<file path="config.mk">
export PLATFORM = sky130hd
export DESIGN_NAME = bank_latch_with_flash_commands_flat
export DESIGN_NICKNAME = d
export VERILOG_FILES = /design/src/sv/blfc_pkg.sv /design/src/sv/blfc_ifs.sv /design/src/sv/blfc_mod_unit.sv /design/src/sv/blfc_flash_dec.sv /design/src/sv/bank_latch_with_flash_commands.sv /design/src/flat_wrapper.sv
export SDC_FILE = /design/constraint.sdc
export NUM_CORES = 1
export LEC_CHECK = 0
export BUFFER_PORTS_ARGS = -buffer_cell sky130_fd_sc_hd__buf_2
export CAP_MARGIN = 15
export CORE_UTILIZATION = 30
export DETAILED_ROUTE_END_ITERATION = 10
export GPL_TIMING_DRIVEN = 1
export PLACE_DENSITY = 0.53
export SLEW_MARGIN = 20
export SYNTH_ARGS = -nofsm -noshare
export SYNTH_HDL_FRONTEND = slang
export SYNTH_SLANG_ARGS = --single-unit
</file>
<file path="constraint.sdc">
create_clock -name clock -period 3 [get_ports clock]
set_input_delay 0.3 -clock clock [delete_from_list [all_inputs] [get_ports clock]]
set_output_delay 0.3 -clock clock [all_outputs]
set_load 0.01 [all_outputs]
</file>
<file path="src/sv/blfc_pkg.sv">
// ----------------------------------------------------------------------------
// blfc_pkg
// Shared types and constants of the bank latch with flash command decoding.
// ----------------------------------------------------------------------------
package blfc_pkg;

   localparam int ADDR_W     = 16;
   localparam int DATA_W     = 8;
   localparam int PRG_W      = 5;
   localparam int CHR_W      = 2;
   localparam int MIR_W      = 3;
   localparam int FOP_W      = 2;
   localparam int OFFSET_W   = 14;
   localparam int COUNT_W    = 6;
   localparam int SUBMAP_W   = 3;
   localparam int NTMODE_W   = 2;
   localparam int CSR_DATA_W = 32;
   localparam int CSR_ADDR_W = 5;
   localparam int REG_IDX_W  = 3;

   localparam int DEF_MAX_PRG_BANKS = 32;

   // Configuration register indexes.
   localparam logic [REG_IDX_W-1:0] REG_FLASHABLE  = 3'd0;
   localparam logic [REG_IDX_W-1:0] REG_SUBMAPPER  = 3'd1;
   localparam logic [REG_IDX_W-1:0] REG_NT_MODE    = 3'd2;
   localparam logic [REG_IDX_W-1:0] REG_BANK_COUNT = 3'd3;
   localparam logic [REG_IDX_W-1:0] REG_CHR_MASK   = 3'd4;

   localparam logic [COUNT_W-1:0] BANK_COUNT_RESET = 6'd32;
   localparam logic [CHR_W-1:0]   CHR_MASK_RESET   = 2'd3;

   // Submapper codes.
   localparam logic [SUBMAP_W-1:0] SUBMAP_CONFLICT   = 3'd0;
   localparam logic [SUBMAP_W-1:0] SUBMAP_HI_ONLY    = 3'd1;
   localparam logic [SUBMAP_W-1:0] SUBMAP_CONFLICT_B = 3'd2;
   localparam logic [SUBMAP_W-1:0] SUBMAP_HV_D7      = 3'd3;
   localparam logic [SUBMAP_W-1:0] SUBMAP_HI_ONLY_B  = 3'd4;

   // Nametable modes.
   localparam logic [NTMODE_W-1:0] NT_HORZ   = 2'd0;
   localparam logic [NTMODE_W-1:0] NT_VERT   = 2'd1;
   localparam logic [NTMODE_W-1:0] NT_SINGLE = 2'd2;
   localparam logic [NTMODE_W-1:0] NT_FOUR   = 2'd3;

   // Addresses and data bytes of the flash command protocol.
   localparam logic [ADDR_W-1:0] ADDR_HI_BASE  = 16'hC000;
   localparam logic [ADDR_W-1:0] ADDR_UNLOCK_A = 16'h9555;
   localparam logic [ADDR_W-1:0] ADDR_UNLOCK_B = 16'hAAAA;
   localparam logic [ADDR_W-1:0] ERASE_MASK    = 16'h3000;

   localparam logic [DATA_W-1:0] DAT_ONE     = 8'h01;
   localparam logic [DATA_W-1:0] DAT_ZERO    = 8'h00;
   localparam logic [DATA_W-1:0] DAT_AA      = 8'hAA;
   localparam logic [DATA_W-1:0] DAT_55      = 8'h55;
   localparam logic [DATA_W-1:0] DAT_ID      = 8'h90;
   localparam logic [DATA_W-1:0] DAT_PROGRAM = 8'hA0;
   localparam logic [DATA_W-1:0] DAT_ERASE   = 8'h80;
   localparam logic [DATA_W-1:0] DAT_CONFIRM = 8'h30;
   localparam logic [DATA_W-1:0] DAT_RESET   = 8'hF0;
   localparam logic [DATA_W-1:0] DAT_ERASED  = 8'hFF;

   typedef enum logic [FOP_W-1:0] {
      FOP_NONE    = 2'd0,
      FOP_PROGRAM = 2'd1,
      FOP_ERASE   = 2'd2
   } fop_type;

   typedef enum logic [MIR_W-1:0] {
      MIR_HORZ     = 3'd0,
      MIR_VERT     = 3'd1,
      MIR_SCREEN_A = 3'd2,
      MIR_SCREEN_B = 3'd3,
      MIR_FOUR     = 3'd4
   } mir_type;

   typedef enum logic [3:0] {
      FL_IDLE     = 4'd0,
      FL_C1       = 4'd1,
      FL_AA       = 4'd2,
      FL_C0       = 4'd3,
      FL_55       = 4'd4,
      FL_C1B      = 4'd5,
      FL_WR_BANK  = 4'd6,
      FL_WR_DATA  = 4'd7,
      FL_ER_C1    = 4'd8,
      FL_ER_AA    = 4'd9,
      FL_ER_C0    = 4'd10,
      FL_ER_55    = 4'd11,
      FL_ER_BANK  = 4'd12,
      FL_ER_DATA  = 4'd13
   } flash_state_type;

   typedef enum logic [1:0] {
      SEQ_IDLE    = 2'd0,
      SEQ_MOD_PRG = 2'd1,
      SEQ_MOD_TGT = 2'd2,
      SEQ_PUSH    = 2'd3
   } seq_state_type;

   typedef struct packed {
      logic             done;
      logic [PRG_W-1:0] rem;
   } mod_res_type;

   typedef struct packed {
      fop_type             op;
      logic [OFFSET_W-1:0] offset;
      logic [DATA_W-1:0]   data;
   } flash_res_type;

endpackage

</file>
<file path="src/sv/blfc_ifs.sv">
// ----------------------------------------------------------------------------
// blfc_ifs
// Handshake channels for CPU write items and mapping result items.
// ----------------------------------------------------------------------------
interface blfc_req_if;
   logic                        valid;
   logic                        ready;
   logic [blfc_pkg::ADDR_W-1:0] addr;
   logic [blfc_pkg::DATA_W-1:0] data;
   logic [blfc_pkg::DATA_W-1:0] rom_value;

   modport source (output valid, addr, data, rom_value, input ready);
   modport sink   (input valid, addr, data, rom_value, output ready);
endinterface

interface blfc_rsp_if;
   logic                          valid;
   logic                          ready;
   logic                          latch_written;
   logic [blfc_pkg::PRG_W-1:0]    prg_bank;
   logic [blfc_pkg::CHR_W-1:0]    chr_bank;
   logic [blfc_pkg::MIR_W-1:0]    mirroring;
   logic                          id_mode;
   logic [blfc_pkg::FOP_W-1:0]    flash_op;
   logic [blfc_pkg::PRG_W-1:0]    flash_bank;
   logic [blfc_pkg::OFFSET_W-1:0] flash_offset;
   logic [blfc_pkg::DATA_W-1:0]   flash_data;

   modport source (output valid, latch_written, prg_bank, chr_bank, mirroring, id_mode,
                   flash_op, flash_bank, flash_offset, flash_data, input ready);
   modport sink   (input valid, latch_written, prg_bank, chr_bank, mirroring, id_mode,
                   flash_op, flash_bank, flash_offset, flash_data, output ready);
endinterface

</file>
<file path="src/sv/blfc_mod_unit.sv">
// ----------------------------------------------------------------------------
// blfc_mod_unit
// Shared restoring remainder unit: bank number modulo the PRG bank count,
// one dividend bit per cycle.
// ----------------------------------------------------------------------------
module blfc_mod_unit #(
   parameter int MAX_PRG_BANKS = blfc_pkg::DEF_MAX_PRG_BANKS
) (
   input  logic                         clock,
   input  logic                         reset,
   input  logic                         start,
   input  logic [blfc_pkg::PRG_W-1:0]   dividend,
   input  logic [blfc_pkg::COUNT_W-1:0] bank_count,
   output blfc_pkg::mod_res_type        result
);
   import blfc_pkg::*;

   localparam int BANK_W = (MAX_PRG_BANKS > 1) ? $clog2(MAX_PRG_BANKS) : 1;
   localparam int CNT_W  = $clog2(PRG_W + 1);
   localparam logic [COUNT_W-1:0] MAX_COUNT = COUNT_W'(MAX_PRG_BANKS);

   logic [COUNT_W-1:0] divisor;
   logic [COUNT_W-1:0] trial;
   logic [COUNT_W-1:0] rem_ff, rem_in;
   logic [PRG_W-1:0]   shift_ff, shift_in;
   logic [CNT_W-1:0]   cnt_ff, cnt_in;
   logic               busy_ff, busy_in;
   logic               done_ff, done_in;

   // A count of zero acts as one bank; counts above MAX_PRG_BANKS saturate.
   always_comb begin
      priority if (bank_count == '0) begin
         divisor = COUNT_W'(1);
      end else if (bank_count > MAX_COUNT) begin
         divisor = MAX_COUNT;
      end else begin
         divisor = bank_count;
      end
   end

   // The partial remainder stays below the divisor, so its low bits hold it.
   assign trial = {rem_ff[COUNT_W-2:0], shift_ff[PRG_W-1]};

   always_comb begin
      rem_in   = rem_ff;
      shift_in = shift_ff;
      cnt_in   = cnt_ff;
      busy_in  = busy_ff;
      done_in  = 1'b0;
      if (start) begin
         rem_in   = '0;
         shift_in = dividend;
         cnt_in   = CNT_W'(PRG_W);
         busy_in  = 1'b1;
      end else if (busy_ff) begin
         rem_in   = (trial >= divisor) ? trial - divisor : trial;
         shift_in = {shift_ff[PRG_W-2:0], 1'b0};
         cnt_in   = cnt_ff - CNT_W'(1);
         if (cnt_ff == CNT_W'(1)) begin
            busy_in = 1'b0;
            done_in = 1'b1;
         end
      end
   end

   always_ff @(posedge clock) begin
      if (reset) begin
         busy_ff <= 1'b0;
         done_ff <= 1'b0;
         cnt_ff  <= '0;
      end else begin
         busy_ff <= busy_in;
         done_ff <= done_in;
         cnt_ff  <= cnt_in;
      end
      rem_ff   <= rem_in;
      shift_ff <= shift_in;
   end

   assign result.done = done_ff;
   assign result.rem  = PRG_W'(rem_ff[BANK_W-1:0]);

endmodule

</file>
<file path="src/sv/blfc_flash_dec.sv">
// ----------------------------------------------------------------------------
// blfc_flash_dec
// Flash command decoder: unlock sequence, ID mode, byte program, sector
// erase and the reset command.
// ----------------------------------------------------------------------------
module blfc_flash_dec (
   input  logic                        clock,
   input  logic                        reset,
   input  logic                        write_en,
   input  logic [blfc_pkg::ADDR_W-1:0] addr,
   input  logic [blfc_pkg::DATA_W-1:0] data,
   output blfc_pkg::flash_res_type     flash_res,
   output logic                        id_active,
   output logic [blfc_pkg::PRG_W-1:0]  target
);
   import blfc_pkg::*;

   flash_state_type  state_ff, state_in;
   logic             id_ff, id_in;
   logic [PRG_W-1:0] target_ff, target_in;
   logic             hi;
   logic             is_reset;

   assign hi       = addr >= ADDR_HI_BASE;
   assign is_reset = data == DAT_RESET;

   // Next state, ID flag and target bank.
   always_comb begin
      state_in  = state_ff;
      id_in     = id_ff;
      target_in = target_ff;
      if (write_en) begin
         state_in = FL_IDLE;
         if (is_reset) begin
            id_in = 1'b0;
         end else begin
            case (state_ff)
               FL_IDLE: begin
                  if (addr == ADDR_HI_BASE && data == DAT_ONE) state_in = FL_C1;
               end
               FL_C1: begin
                  if (addr == ADDR_UNLOCK_A && data == DAT_AA) state_in = FL_AA;
               end
               FL_AA: begin
                  if (addr == ADDR_HI_BASE && data == DAT_ZERO) state_in = FL_C0;
               end
               FL_C0: begin
                  if (addr == ADDR_UNLOCK_B && data == DAT_55) state_in = FL_55;
               end
               FL_55: begin
                  if (addr == ADDR_HI_BASE && data == DAT_ONE) state_in = FL_C1B;
               end
               FL_C1B: begin
                  if (addr == ADDR_UNLOCK_A) begin
                     if (data == DAT_ID) id_in = 1'b1;
                     else if (data == DAT_PROGRAM) state_in = FL_WR_BANK;
                     else if (data == DAT_ERASE) state_in = FL_ER_C1;
                  end
               end
               FL_WR_BANK: begin
                  if (hi) begin
                     target_in = data[PRG_W-1:0];
                     state_in  = FL_WR_DATA;
                  end
               end
               FL_ER_C1: begin
                  if (addr == ADDR_HI_BASE && data == DAT_ONE) state_in = FL_ER_AA;
               end
               FL_ER_AA: begin
                  if (addr == ADDR_UNLOCK_A && data == DAT_AA) state_in = FL_ER_C0;
               end
               FL_ER_C0: begin
                  if (addr == ADDR_HI_BASE && data == DAT_ZERO) state_in = FL_ER_55;
               end
               FL_ER_55: begin
                  if (addr == ADDR_UNLOCK_B && data == DAT_55) state_in = FL_ER_BANK;
               end
               FL_ER_BANK: begin
                  if (hi) begin
                     target_in = data[PRG_W-1:0];
                     state_in  = FL_ER_DATA;
                  end
               end
               default: begin
                  state_in = FL_IDLE;
               end
            endcase
         end
      end
   end

   // Operation completed by the current write.
   always_comb begin
      flash_res.op     = FOP_NONE;
      flash_res.offset = '0;
      flash_res.data   = '0;
      if (!is_reset && !hi) begin
         if (state_ff == FL_WR_DATA) begin
            flash_res.op     = FOP_PROGRAM;
            flash_res.offset = addr[OFFSET_W-1:0];
            flash_res.data   = data;
         end else if (state_ff == FL_ER_DATA && data == DAT_CONFIRM) begin
            flash_res.op     = FOP_ERASE;
            flash_res.offset = addr[OFFSET_W-1:0] & ERASE_MASK[OFFSET_W-1:0];
            flash_res.data   = DAT_ERASED;
         end
      end
   end

   always_ff @(posedge clock) begin
      if (reset) begin
         state_ff  <= FL_IDLE;
         id_ff     <= 1'b0;
         target_ff <= '0;
      end else begin
         state_ff  <= state_in;
         id_ff     <= id_in;
         target_ff <= target_in;
      end
   end

   assign id_active = id_ff;
   assign target    = target_ff;

endmodule

</file>
<file path="src/sv/bank_latch_with_flash_commands.sv">
// ----------------------------------------------------------------------------
// bank_latch_with_flash_commands
// Discrete-logic style PRG/CHR bank latch with flash command decoding.
// ----------------------------------------------------------------------------
// Each item on req_ch is one CPU write to cartridge space together with the
// ROM byte mapped at that address. For every item the block returns one item
// on rsp_ch: whether the latch was loaded, the PRG and CHR banks, mirroring,
// the ID mode flag and any flash program or erase that this write completes.
// The configuration registers sit on the csr_ APB port; the user must write
// them only while no item is in flight, which the block does not enforce.
// An accepted item has its PRG bank reduced, then its flash target bank when
// it completes a flash operation, and its result then moves into the output
// register. The PRG bank and the flash target bank are each reduced modulo
// the bank count by one shared remainder unit; one reduction is a load and
// five one-bit steps. The block takes the next item only once the result
// has moved into the output register, so it holds one item in work at most.
// A result waits in the output register while rsp_ch.ready is low; the
// block still accepts and works on one further item meanwhile, then holds.
// Synchronous reset clears the bank latch, the flash decoder and the
// registers to their defaults, with no result pending.
// ----------------------------------------------------------------------------
module bank_latch_with_flash_commands #(
   parameter int MAX_PRG_BANKS = blfc_pkg::DEF_MAX_PRG_BANKS
) (
   input  logic                            clock,
   input  logic                            reset,
   blfc_req_if.sink                        req_ch,
   blfc_rsp_if.source                      rsp_ch,
   input  logic                            csr_psel,
   input  logic                            csr_penable,
   input  logic                            csr_pwrite,
   input  logic [blfc_pkg::CSR_ADDR_W-1:0] csr_paddr,
   input  logic [blfc_pkg::CSR_DATA_W-1:0] csr_pwdata,
   output logic [blfc_pkg::CSR_DATA_W-1:0] csr_prdata,
   output logic                            csr_pready
);
   import blfc_pkg::*;

   // Configuration registers.
   logic                flashable_ff;
   logic [SUBMAP_W-1:0] submapper_ff;
   logic [NTMODE_W-1:0] nt_mode_ff;
   logic [COUNT_W-1:0]  bank_count_ff;
   logic [CHR_W-1:0]    chr_mask_ff;
   logic                csr_write;
   logic [REG_IDX_W-1:0] csr_idx;

   assign csr_pready = 1'b1;
   assign csr_write  = csr_psel && csr_penable && csr_pwrite;
   assign csr_idx    = csr_paddr[CSR_ADDR_W-1:2];

   always_ff @(posedge clock) begin
      if (reset) begin
         flashable_ff  <= 1'b0;
         submapper_ff  <= '0;
         nt_mode_ff    <= NT_HORZ;
         bank_count_ff <= BANK_COUNT_RESET;
         chr_mask_ff   <= CHR_MASK_RESET;
      end else if (csr_write) begin
         case (csr_idx)
            REG_FLASHABLE:  flashable_ff  <= csr_pwdata[0];
            REG_SUBMAPPER:  submapper_ff  <= csr_pwdata[SUBMAP_W-1:0];
            REG_NT_MODE:    nt_mode_ff    <= csr_pwdata[NTMODE_W-1:0];
            REG_BANK_COUNT: bank_count_ff <= csr_pwdata[COUNT_W-1:0];
            REG_CHR_MASK:   chr_mask_ff   <= csr_pwdata[CHR_W-1:0];
            default: begin
            end
         endcase
      end
   end

   always_comb begin
      case (csr_idx)
         REG_FLASHABLE:  csr_prdata = CSR_DATA_W'(flashable_ff);
         REG_SUBMAPPER:  csr_prdata = CSR_DATA_W'(submapper_ff);
         REG_NT_MODE:    csr_prdata = CSR_DATA_W'(nt_mode_ff);
         REG_BANK_COUNT: csr_prdata = CSR_DATA_W'(bank_count_ff);
         REG_CHR_MASK:   csr_prdata = CSR_DATA_W'(chr_mask_ff);
         default:        csr_prdata = '0;
      endcase
   end

   // Sequencer and item state.
   seq_state_type       state_ff, state_in;
   logic [DATA_W-1:0]   latch_ff, latch_in;
   logic                written_ff, written_in;
   fop_type             op_ff;
   logic [OFFSET_W-1:0] offset_ff;
   logic [DATA_W-1:0]   fdata_ff;
   logic [PRG_W-1:0]    prg_ff;
   logic [PRG_W-1:0]    fbank_ff;

   logic                accept;
   logic                hi;
   logic                gated;
   logic                conflict;
   logic                mod_start;
   logic [PRG_W-1:0]    mod_dividend;
   logic                cap_prg;
   logic                cap_fbank;
   logic                push;
   mod_res_type         mod_res;
   flash_res_type       flash_res;
   logic                id_active;
   logic [PRG_W-1:0]    target;
   mir_type             mirror;

   assign accept = req_ch.valid && req_ch.ready;
   assign hi     = req_ch.addr >= ADDR_HI_BASE;

   assign gated    = (submapper_ff == SUBMAP_HI_ONLY || submapper_ff == SUBMAP_HV_D7 ||
                      submapper_ff == SUBMAP_HI_ONLY_B) && !hi;
   assign conflict = submapper_ff == SUBMAP_CONFLICT || submapper_ff == SUBMAP_CONFLICT_B;

   // Latch update for the write being accepted.
   always_comb begin
      latch_in   = latch_ff;
      written_in = 1'b0;
      if (flashable_ff) begin
         if (hi) begin
            latch_in   = req_ch.data;
            written_in = 1'b1;
         end
      end else if (!gated) begin
         latch_in   = conflict ? (req_ch.data & req_ch.rom_value) : req_ch.data;
         written_in = 1'b1;
      end
   end

   blfc_flash_dec u_flash_dec (
      .clock     (clock),
      .reset     (reset),
      .write_en  (accept && flashable_ff),
      .addr      (req_ch.addr),
      .data      (req_ch.data),
      .flash_res (flash_res),
      .id_active (id_active),
      .target    (target)
   );

   blfc_mod_unit #(
      .MAX_PRG_BANKS (MAX_PRG_BANKS)
   ) u_mod_unit (
      .clock      (clock),
      .reset      (reset),
      .start      (mod_start),
      .dividend   (mod_dividend),
      .bank_count (bank_count_ff),
      .result     (mod_res)
   );

   // Sequencer next state.
   always_comb begin
      state_in = state_ff;
      unique case (state_ff)
         SEQ_IDLE: begin
            if (accept) state_in = SEQ_MOD_PRG;
         end
         SEQ_MOD_PRG: begin
            if (mod_res.done) state_in = (op_ff != FOP_NONE) ? SEQ_MOD_TGT : SEQ_PUSH;
         end
         SEQ_MOD_TGT: begin
            if (mod_res.done) state_in = SEQ_PUSH;
         end
         SEQ_PUSH: begin
            if (!rsp_ch.valid || rsp_ch.ready) state_in = SEQ_IDLE;
         end
      endcase
   end

   // Sequencer outputs.
   always_comb begin
      req_ch.ready = 1'b0;
      mod_start    = 1'b0;
      mod_dividend = latch_in[PRG_W-1:0];
      cap_prg      = 1'b0;
      cap_fbank    = 1'b0;
      push         = 1'b0;
      unique case (state_ff)
         SEQ_IDLE: begin
            req_ch.ready = 1'b1;
            mod_start    = accept;
         end
         SEQ_MOD_PRG: begin
            cap_prg      = mod_res.done;
            mod_start    = mod_res.done && op_ff != FOP_NONE;
            mod_dividend = target;
         end
         SEQ_MOD_TGT: begin
            cap_fbank = mod_res.done;
         end
         SEQ_PUSH: begin
            push = !rsp_ch.valid || rsp_ch.ready;
         end
      endcase
   end

   always_ff @(posedge clock) begin
      if (reset) begin
         state_ff <= SEQ_IDLE;
         latch_ff <= '0;
      end else begin
         state_ff <= state_in;
         if (accept) latch_ff <= latch_in;
      end
      if (accept) begin
         written_ff <= written_in;
         op_ff      <= flashable_ff ? flash_res.op : FOP_NONE;
         offset_ff  <= flashable_ff ? flash_res.offset : '0;
         fdata_ff   <= flashable_ff ? flash_res.data : '0;
         fbank_ff   <= '0;
      end
      if (cap_prg) prg_ff <= mod_res.rem;
      if (cap_fbank) fbank_ff <= mod_res.rem;
   end

   always_comb begin
      if (submapper_ff == SUBMAP_HV_D7) begin
         mirror = latch_ff[DATA_W-1] ? MIR_VERT : MIR_HORZ;
      end else begin
         unique case (nt_mode_ff)
            NT_HORZ:   mirror = MIR_HORZ;
            NT_VERT:   mirror = MIR_VERT;
            NT_SINGLE: mirror = latch_ff[DATA_W-1] ? MIR_SCREEN_A : MIR_SCREEN_B;
            NT_FOUR:   mirror = MIR_FOUR;
         endcase
      end
   end

   // Output register.
   logic                rsp_valid_ff;
   logic                rsp_written_ff;
   logic [PRG_W-1:0]    rsp_prg_ff;
   logic [CHR_W-1:0]    rsp_chr_ff;
   mir_type             rsp_mir_ff;
   logic                rsp_id_ff;
   fop_type             rsp_op_ff;
   logic [PRG_W-1:0]    rsp_fbank_ff;
   logic [OFFSET_W-1:0] rsp_offset_ff;
   logic [DATA_W-1:0]   rsp_fdata_ff;

   always_ff @(posedge clock) begin
      if (reset) begin
         rsp_valid_ff <= 1'b0;
      end else if (push) begin
         rsp_valid_ff <= 1'b1;
      end else if (rsp_ch.ready) begin
         rsp_valid_ff <= 1'b0;
      end
      if (push) begin
         rsp_written_ff <= written_ff;
         rsp_prg_ff     <= prg_ff;
         rsp_chr_ff     <= latch_ff[6:5] & chr_mask_ff;
         rsp_mir_ff     <= mirror;
         rsp_id_ff      <= id_active;
         rsp_op_ff      <= op_ff;
         rsp_fbank_ff   <= fbank_ff;
         rsp_offset_ff  <= offset_ff;
         rsp_fdata_ff   <= fdata_ff;
      end
   end

   assign rsp_ch.valid         = rsp_valid_ff;
   assign rsp_ch.latch_written = rsp_written_ff;
   assign rsp_ch.prg_bank      = rsp_prg_ff;
   assign rsp_ch.chr_bank      = rsp_chr_ff;
   assign rsp_ch.mirroring     = rsp_mir_ff;
   assign rsp_ch.id_mode       = rsp_id_ff;
   assign rsp_ch.flash_op      = rsp_op_ff;
   assign rsp_ch.flash_bank    = rsp_fbank_ff;
   assign rsp_ch.flash_offset  = rsp_offset_ff;
   assign rsp_ch.flash_data    = rsp_fdata_ff;

endmodule

</file>
<file path="src/flat_wrapper.sv">
// flat-port wrapper written by rule: the top's interface ports become plain ports
module bank_latch_with_flash_commands_flat import blfc_pkg::*;
#(
   parameter int MAX_PRG_BANKS = blfc_pkg::DEF_MAX_PRG_BANKS
)
  (clock, reset, csr_psel, csr_penable, csr_pwrite, csr_paddr, csr_pwdata, csr_prdata, csr_pready, req_ch_valid, req_ch_addr, req_ch_data, req_ch_rom_value, req_ch_ready, rsp_ch_valid, rsp_ch_latch_written, rsp_ch_prg_bank, rsp_ch_chr_bank, rsp_ch_mirroring, rsp_ch_id_mode, rsp_ch_flash_op, rsp_ch_flash_bank, rsp_ch_flash_offset, rsp_ch_flash_data, rsp_ch_ready);
  blfc_req_if req_ch_i ();
  blfc_rsp_if rsp_ch_i ();
  input  logic clock;
  input  logic reset;
  input  logic csr_psel;
  input  logic csr_penable;
  input  logic csr_pwrite;
  input  logic [blfc_pkg::CSR_ADDR_W-1:0] csr_paddr;
  input  logic [blfc_pkg::CSR_DATA_W-1:0] csr_pwdata;
  output logic [blfc_pkg::CSR_DATA_W-1:0] csr_prdata;
  output logic csr_pready;
  input wire logic [$bits(req_ch_i.valid)-1:0] req_ch_valid;
  input wire logic [$bits(req_ch_i.addr)-1:0] req_ch_addr;
  input wire logic [$bits(req_ch_i.data)-1:0] req_ch_data;
  input wire logic [$bits(req_ch_i.rom_value)-1:0] req_ch_rom_value;
  output wire logic [$bits(req_ch_i.ready)-1:0] req_ch_ready;
  output wire logic [$bits(rsp_ch_i.valid)-1:0] rsp_ch_valid;
  output wire logic [$bits(rsp_ch_i.latch_written)-1:0] rsp_ch_latch_written;
  output wire logic [$bits(rsp_ch_i.prg_bank)-1:0] rsp_ch_prg_bank;
  output wire logic [$bits(rsp_ch_i.chr_bank)-1:0] rsp_ch_chr_bank;
  output wire logic [$bits(rsp_ch_i.mirroring)-1:0] rsp_ch_mirroring;
  output wire logic [$bits(rsp_ch_i.id_mode)-1:0] rsp_ch_id_mode;
  output wire logic [$bits(rsp_ch_i.flash_op)-1:0] rsp_ch_flash_op;
  output wire logic [$bits(rsp_ch_i.flash_bank)-1:0] rsp_ch_flash_bank;
  output wire logic [$bits(rsp_ch_i.flash_offset)-1:0] rsp_ch_flash_offset;
  output wire logic [$bits(rsp_ch_i.flash_data)-1:0] rsp_ch_flash_data;
  input wire logic [$bits(rsp_ch_i.ready)-1:0] rsp_ch_ready;
  assign req_ch_i.valid = req_ch_valid;
  assign req_ch_i.addr = req_ch_addr;
  assign req_ch_i.data = req_ch_data;
  assign req_ch_i.rom_value = req_ch_rom_value;
  assign req_ch_ready = req_ch_i.ready;
  assign rsp_ch_valid = rsp_ch_i.valid;
  assign rsp_ch_latch_written = rsp_ch_i.latch_written;
  assign rsp_ch_prg_bank = rsp_ch_i.prg_bank;
  assign rsp_ch_chr_bank = rsp_ch_i.chr_bank;
  assign rsp_ch_mirroring = rsp_ch_i.mirroring;
  assign rsp_ch_id_mode = rsp_ch_i.id_mode;
  assign rsp_ch_flash_op = rsp_ch_i.flash_op;
  assign rsp_ch_flash_bank = rsp_ch_i.flash_bank;
  assign rsp_ch_flash_offset = rsp_ch_i.flash_offset;
  assign rsp_ch_flash_data = rsp_ch_i.flash_data;
  assign rsp_ch_i.ready = rsp_ch_ready;
  bank_latch_with_flash_commands #(.MAX_PRG_BANKS(MAX_PRG_BANKS)) u_core (.clock(clock), .reset(reset), .req_ch(req_ch_i), .rsp_ch(rsp_ch_i), .csr_psel(csr_psel), .csr_penable(csr_penable), .csr_pwrite(csr_pwrite), .csr_paddr(csr_paddr), .csr_pwdata(csr_pwdata), .csr_prdata(csr_prdata), .csr_pready(csr_pready));
endmodule
</file>
==> impl_metrics.ini, run 1 <==
[worst_setup_path]
worst_setup_path_end_kind = flop
crit_path_frequent_cell = nor2_1
critical_path_buf_inv_count = 0
critical_path.cell_chain = nor4_1, nor2_1, nor2_1, ha_1, fa_1, nor2b_1, o31a_1, o31a_1, nor2_1, mux2_1, a211oi_1
crit_cells = 11
r2r_end = u_core.u_mod_unit.rem_ff[0]$_SDFFE_PP0P_
slowest_delay_ps = 340
worstPathArrival_ps = 2980
r2r_cells = 11
critical_path.endpoint = u_core.u_mod_unit.rem_ff[0]$_SDFFE_PP0P_
r2r_setup_slack_ps = 350
critical_path_class = reg2reg
crit_required_ps = 3330
cp_top_family = compound AO/OA/AOI/OAI gates
r2r-start = u_core.bank_count_ff[1]$_SDFFE_PP0P_
slowest_stage = dfxtp_1
cp-start-kind = flop
worstPathMaxFanout = 4
critPathLaunch = u_core.bank_count_ff[1]$_SDFFE_PP0P_

[synthesis]
synth.top_cell.area_share_pct = 42.1
synth_seq_area_share_pct = 57.7
synth_seq_cells = 126
synth_cell_types = 58
synth_most_common_cell = edfxtp_1
synthCells = 521
syn_area_sq_mm = 0.00578
post_synth.cell_area_avg_sq_um = 11.1
synth_edf_count = 81
ys_warn_count = 0
synthTopCellsByCount = edfxtp_1, nor2_1, dfxtp_1
synth_area_leader_cell = edfxtp_1
async_flop_share_pct = 0
synth_ff_type = edfxtp_1
synth.area.top_cells = edfxtp_1, dfxtp_1, nor2_1, mux2i_1, buf_4

[die]
die_h_um = 141
die_area_sq_mm = 0.0198
core_sq_mm = 0.0188
start_util_pct = 30.8
placementRows = 50
dieWidth_um = 141
io-pin-count = 152

[routing]
ant_nets = 0
dr_total_vias = 4146
drcViolationCount = 0
drt_first_pass_iters = 4
wl_per_cell_um = 15.4
via_per_inst = 4.79
drtIter0Drc = 197
wl_um = 13300

[timing]
tightestPinTransition_ps = 762
setup_viol = 0
finalHoldViolations = 0
rsz0062_at_grt = no
finalCritPeriodShare_pct = 88.2
slew_headroom_pct = 49.2
finalMaxSlewViolations = 0
clock_skew_ps = 6.07
fmax_ghz = 0.378
fin_ws_ps = 353
fin_setup_tns_ps = 0
fin_crit_ps = 2650

[final_layout]
antennaDiodeCount = 0
drive_above_1_share_pct = 22.3
num-fill-cells = 1866
layout-area-overhead-vs-synth_pct = 21.3
multi_input_area_sq_mm = 0.00217
final_nets = 708
seq_area_sq_mm = 0.00333

[global_route]
antenna_found_initial = 0
grt_pass1_vias = 4107
grt_pass1_wl_um = 21500
grt.overflow.total = 0
grt_max_degree = 41
grt_use_total_pct = 14.2

[pwr]
peakVddDrop_uv = 432
pwr_density_cell_mw_per_mm2 = 759
finalPower_mw = 5.32
p_leak_nw = 2.87

[clocking]
clk_latency_ps = 410
cts_tree = done
htree_levels = 4
clock_path_buffers = 2
root_buffer = clkbuf_16
cts_resized = 0
hold_buffers = 0
cts.sinks = 126
cts_setup_buffers = 0
cts_buffers = 17
clk_pin_slew_ps = 60

[run]
drv_cap = 0

[status]
outcome = complete, no violations

[placed_design]
gp_congestion = 0.831
dp_hpwl_um = 9770
dp_slack_ps = 363
portBuffers = 96

[hold_path]
hold_path.class = in2reg
## cell usage in the layout (no fill, tap or decap), types with 9 or more instances in the layout
master	instances
a21o_1	10
a21oi_1	16
and2_1	17
and3_1	11
buf_2	96
clkbuf_16	17
conb_1	27
dfxtp_1	45
edfxtp_1	81
ha_1	12
inv_1	24
mux2i_1	21
nand2_1	32
nand3_1	9
nor2_1	61
o21a_1	10
o21ai_0	10
o21ai_1	11
## how the worst min path moves through the flow
stage	from	endpoint	depth (start not counted)
finish	csr_pwdata[3]	u_core.bank_count_ff[3]$_SDFFE_PP0P_	3
global route	csr_pwdata[3]	u_core.bank_count_ff[3]$_SDFFE_PP0P_	3
detailed placement	u_core.fdata_ff[7]$_SDFFCE_PN0P_	u_core.rsp_ch.flash_data[7]$_DFFE_PP_	0
floorplan	u_core.fbank_ff[0]$_SDFFCE_PN0P_	u_core.rsp_ch.flash_bank[0]$_DFFE_PP_	0
global placement	u_core.offset_ff[10]$_SDFFCE_PN0P_	u_core.rsp_ch.flash_offset[10]$_DFFE_PP_	0
CTS	csr_pwdata[3]	u_core.bank_count_ff[3]$_SDFFE_PP0P_	3
## where the power goes
part | internal, mW | leakage [nW] | switching (mW)
Combinational | 0.361 | 1.45 | 0.585
Sequential | 2.18 | 1.14 | 0.131
Clock | 1.30 | 0.282 | 0.756
## through the flow
stage / util, % / hold WS [ps] / area, sq um / cells
after floorplan: - / 400 / 5870 / 546
after global placement: 34.2 / 401 / 6410 / 834
after detailed placement: 34.2 / 405 / 6410 / 834
after CTS: 37.3 / 99.2 / 7010 / 866
after global routing: 37.3 / 143 / 7010 / 866
final: 37.3 / 120 / 7010 / 866
## state kept, by name (all words and copies together) (netlist names), 6 cells and up
name	cells
u_core.offset_ff	14
u_core.rsp_ch.flash_offset	14
u_core.fdata_ff	8
u_core.latch_ff	8
u_core.rsp_ch.flash_data	8
u_core.bank_count_ff	6
## worst register-to-register path: stages, from the launching register on
cell	delay (ps)
dfxtp_1	340
nor4_1	270
nor2_1	60
nor2_1	110
ha_1	200
fa_1	230
nor2b_1	80
o31a_1	250
o31a_1	320
nor2_1	160
mux2_1	340
a211oi_1	210
## routing by layer
metal	wire, um	GRT usage, %	vias up
met5	0	0	-
met4	286	6.81	0
met3	696	3.91	24
met2	6190	22.8	121
met1	6180	17.7	1966
li1	-	-	2035
## final cells by class
| type | instances | area share (%) |
|---|---|---|
| clock inverters | 14 | 2.36 |
| inverters | 26 | 1.39 |
| flip-flops and latches | 126 | 47.6 |
| multi-input cells | 346 | 30.9 |
| clock buffers | 18 | 6.12 |
| repair buffers | 102 | 7.50 |
| well taps | 234 | 4.18 |
## cells by family after synthesis
family	Yosys count	synth area share, %
fa+ha+maj	14	3.12
xor+xnor	5	0.758
other cells	2	0.130
mux	24	4.42
compound gates	91	10.7
simple gates	185	16.6
flops	126	57.7
buf+inv	74	6.56
No activity file was read; power rests on OpenSTA's default activity.
==> run 2: changes to the inputs <==
--- a/config.mk
+++ b/config.mk
@@ -7,10 +7,10 @@
 export LEC_CHECK = 0
 export BUFFER_PORTS_ARGS = -buffer_cell sky130_fd_sc_hd__buf_2
 export CAP_MARGIN = 15
-export CORE_UTILIZATION = 30
+export CORE_UTILIZATION = 48
 export DETAILED_ROUTE_END_ITERATION = 10
 export GPL_TIMING_DRIVEN = 1
-export PLACE_DENSITY = 0.53
+export PLACE_DENSITY = 0.78
 export SLEW_MARGIN = 20
 export SYNTH_ARGS = -nofsm -noshare
 export SYNTH_HDL_FRONTEND = slang
==> impl_metrics.ini, run 2 (synthesis results as in run 1) <==
[clocking]
cts_setup_buffers = 0
hold_buffers = 0
cts.sinks = 126
cts_buffers = 17
clock_path_buffers = 2
cts_resized = 0
clk_latency_ps = 410
root_buffer = clkbuf_16
htree_levels = 4
clk_pin_slew_ps = 60
cts_tree = done

[die]
io-pin-count = 152
placementRows = 39
start_util_pct = 50.0
die_area_sq_mm = 0.0125
die_h_um = 112
dieWidth_um = 112
core_sq_mm = 0.0116

[timing]
tightestPinTransition_ps = 764
fin_ws_ps = 342
fin_crit_ps = 2660
fmax_ghz = 0.376
setup_viol = 0
holdWs_ps = 127
fin_setup_tns_ps = 0
finalMaxSlewViolations = 0
slew_headroom_pct = 49.1
finalCritPeriodShare_pct = 88.6
clock_skew_ps = 7.35
finalHoldViolations = 0
rsz0062_at_grt = no

[final_layout]
final_nets = 709
utilization_pct = 59.9
seq_area_sq_mm = 0.00333
multi_input_area_sq_mm = 0.00217
finalInstanceArea_sq_mm = 0.00693
final_common_cell = buf_2
drive_above_1_share_pct = 22.6
layout-area-overhead-vs-synth_pct = 20.0
num-fill-cells = 931
layout_common_cells = buf_2, edfxtp_1, nor2_1, dfxtp_1, nand2_1
antennaDiodeCount = 0

[pwr]
pwr_density_cell_mw_per_mm2 = 778
peakVddDrop_uv = 351
p_leak_nw = 2.88

[worst_setup_path]
worstPathArrival_ps = 2990
critical_path_class = reg2reg
crit_required_ps = 3330
worstPathMaxFanout = 4
cp-start-kind = flop
worst_setup_path_end_kind = flop
crit_path_frequent_cell = nor2_1
cp_top_family = compound AO/OA/AOI/OAI gates
critical_path_buf_inv_count = 0
critical_path.cell_chain = nor4_1, nor2_1, nor2_1, ha_1, fa_1, nor2b_1, o31a_1, o31a_1, nor2_1, mux2_1, a211oi_1
slowest_delay_ps = 360
slowest_stage = mux2_1

[placed_design]
dp_slack_ps = 384
dpl-instance-area_sq_mm = 0.00631
dp_hpwl_um = 8610
portBuffers = 96
gp_congestion = 0.816

[routing]
drtIter0Drc = 339
drt_first_pass_iters = 8
via_per_inst = 5.47
dr_total_vias = 4246
wl_per_cell_um = 15.8
wl_um = 12300
drcViolationCount = 4
ant_nets = 0

[run]
drv_cap = 0

[global_route]
gr-max-usage-layer = met2
grtUsageMet2_pct = 32.4
grt_max_degree = 41
grt_pass1_vias = 4074
antenna_found_initial = 0
use_met1_pct = 27.0
grt.overflow.total = 0
grt_pass1_wl_um = 20100
grt_use_total_pct = 20.5
grtUsageMet3_pct = 4.84

[status]
outcome = complete, but fails checks
violations = DRC

[hold_path]
hold_path.class = in2reg
[run 2: cell count changes in the layout (fill, tap and decap cells not counted)]
| cell | delta |
|---|---|
| bufinv_16 | +1 |
| clkinvlp_4 | +2 |
| buf_4 | +1 |
| clkinv_1 | -1 |
| clkinv_2 | -1 |
| inv_6 | -1 |
[run 2: worst reg2reg max path, cell delays in order, from the launching register on]
cell      delay (ps)
dfxtp_1          340
nor4_1           270
nor2_1            70
nor2_1           110
ha_1             200
fa_1             220
nor2b_1           70
o31a_1           250
o31a_1           310
nor2_1           160
mux2_1           360
a211oi_1         220
[run 2: path summary, 6_finish.rpt]
kind                                                      startpoint                                        to  slack [ps]  depth (start not counted)
worst max register to register  u_core.bank_count_ff[2]$_SDFFE_PP0P_  u_core.u_mod_unit.rem_ff[0]$_SDFFE_PP0P_         340                         11
worst min register to register            u_core.prg_ff[0]$_DFFE_PP_       u_core.rsp_ch.prg_bank[0]$_DFFE_PP_         420                          0
worst min-delay path                                   csr_pwdata[3]      u_core.bank_count_ff[3]$_SDFFE_PP0P_         130                          3
worst max-delay path            u_core.bank_count_ff[2]$_SDFFE_PP0P_  u_core.u_mod_unit.rem_ff[0]$_SDFFE_PP0P_         340                         11
[run 2: layer usage]
| metal | vias to the layer above | wire, um |
|---|---|---|
| met2 | 202 | 5650 |
| met1 | 1995 | 5510 |
| met4 | 0 | 219 |
| li1 | 2029 | - |
| met3 | 20 | 907 |
| met5 | - | 0 |
[run 2: through the flow]
stage,power [mW],std cells
4_1_cts,5.42,776
6_report,5.39,776
3_5_place_dp,3.29,744
3_3_place_gp,3.23,744
2_1_floorplan,3.00,546
5_1_grt,5.63,776
[run 2: cell type report]
| cell class | count | area share (%) |
|---|---|---|
| Clock inverter | 14 | 2.78 |
| Clock buffer | 18 | 6.19 |
| Tap cell | 143 | 2.58 |
| Inverter | 26 | 1.41 |
| Timing Repair Buffer | 103 | 7.69 |
| Multi-Input combinational cell | 346 | 31.3 |
| Sequential cell | 126 | 48.1 |
[run 2: power by group]
| group | internal (mW) | switching (mW) |
|---|---|---|
| sequential | 2.18 | 0.130 |
| combinational | 0.364 | 0.585 |
| clock | 1.39 | 0.741 |
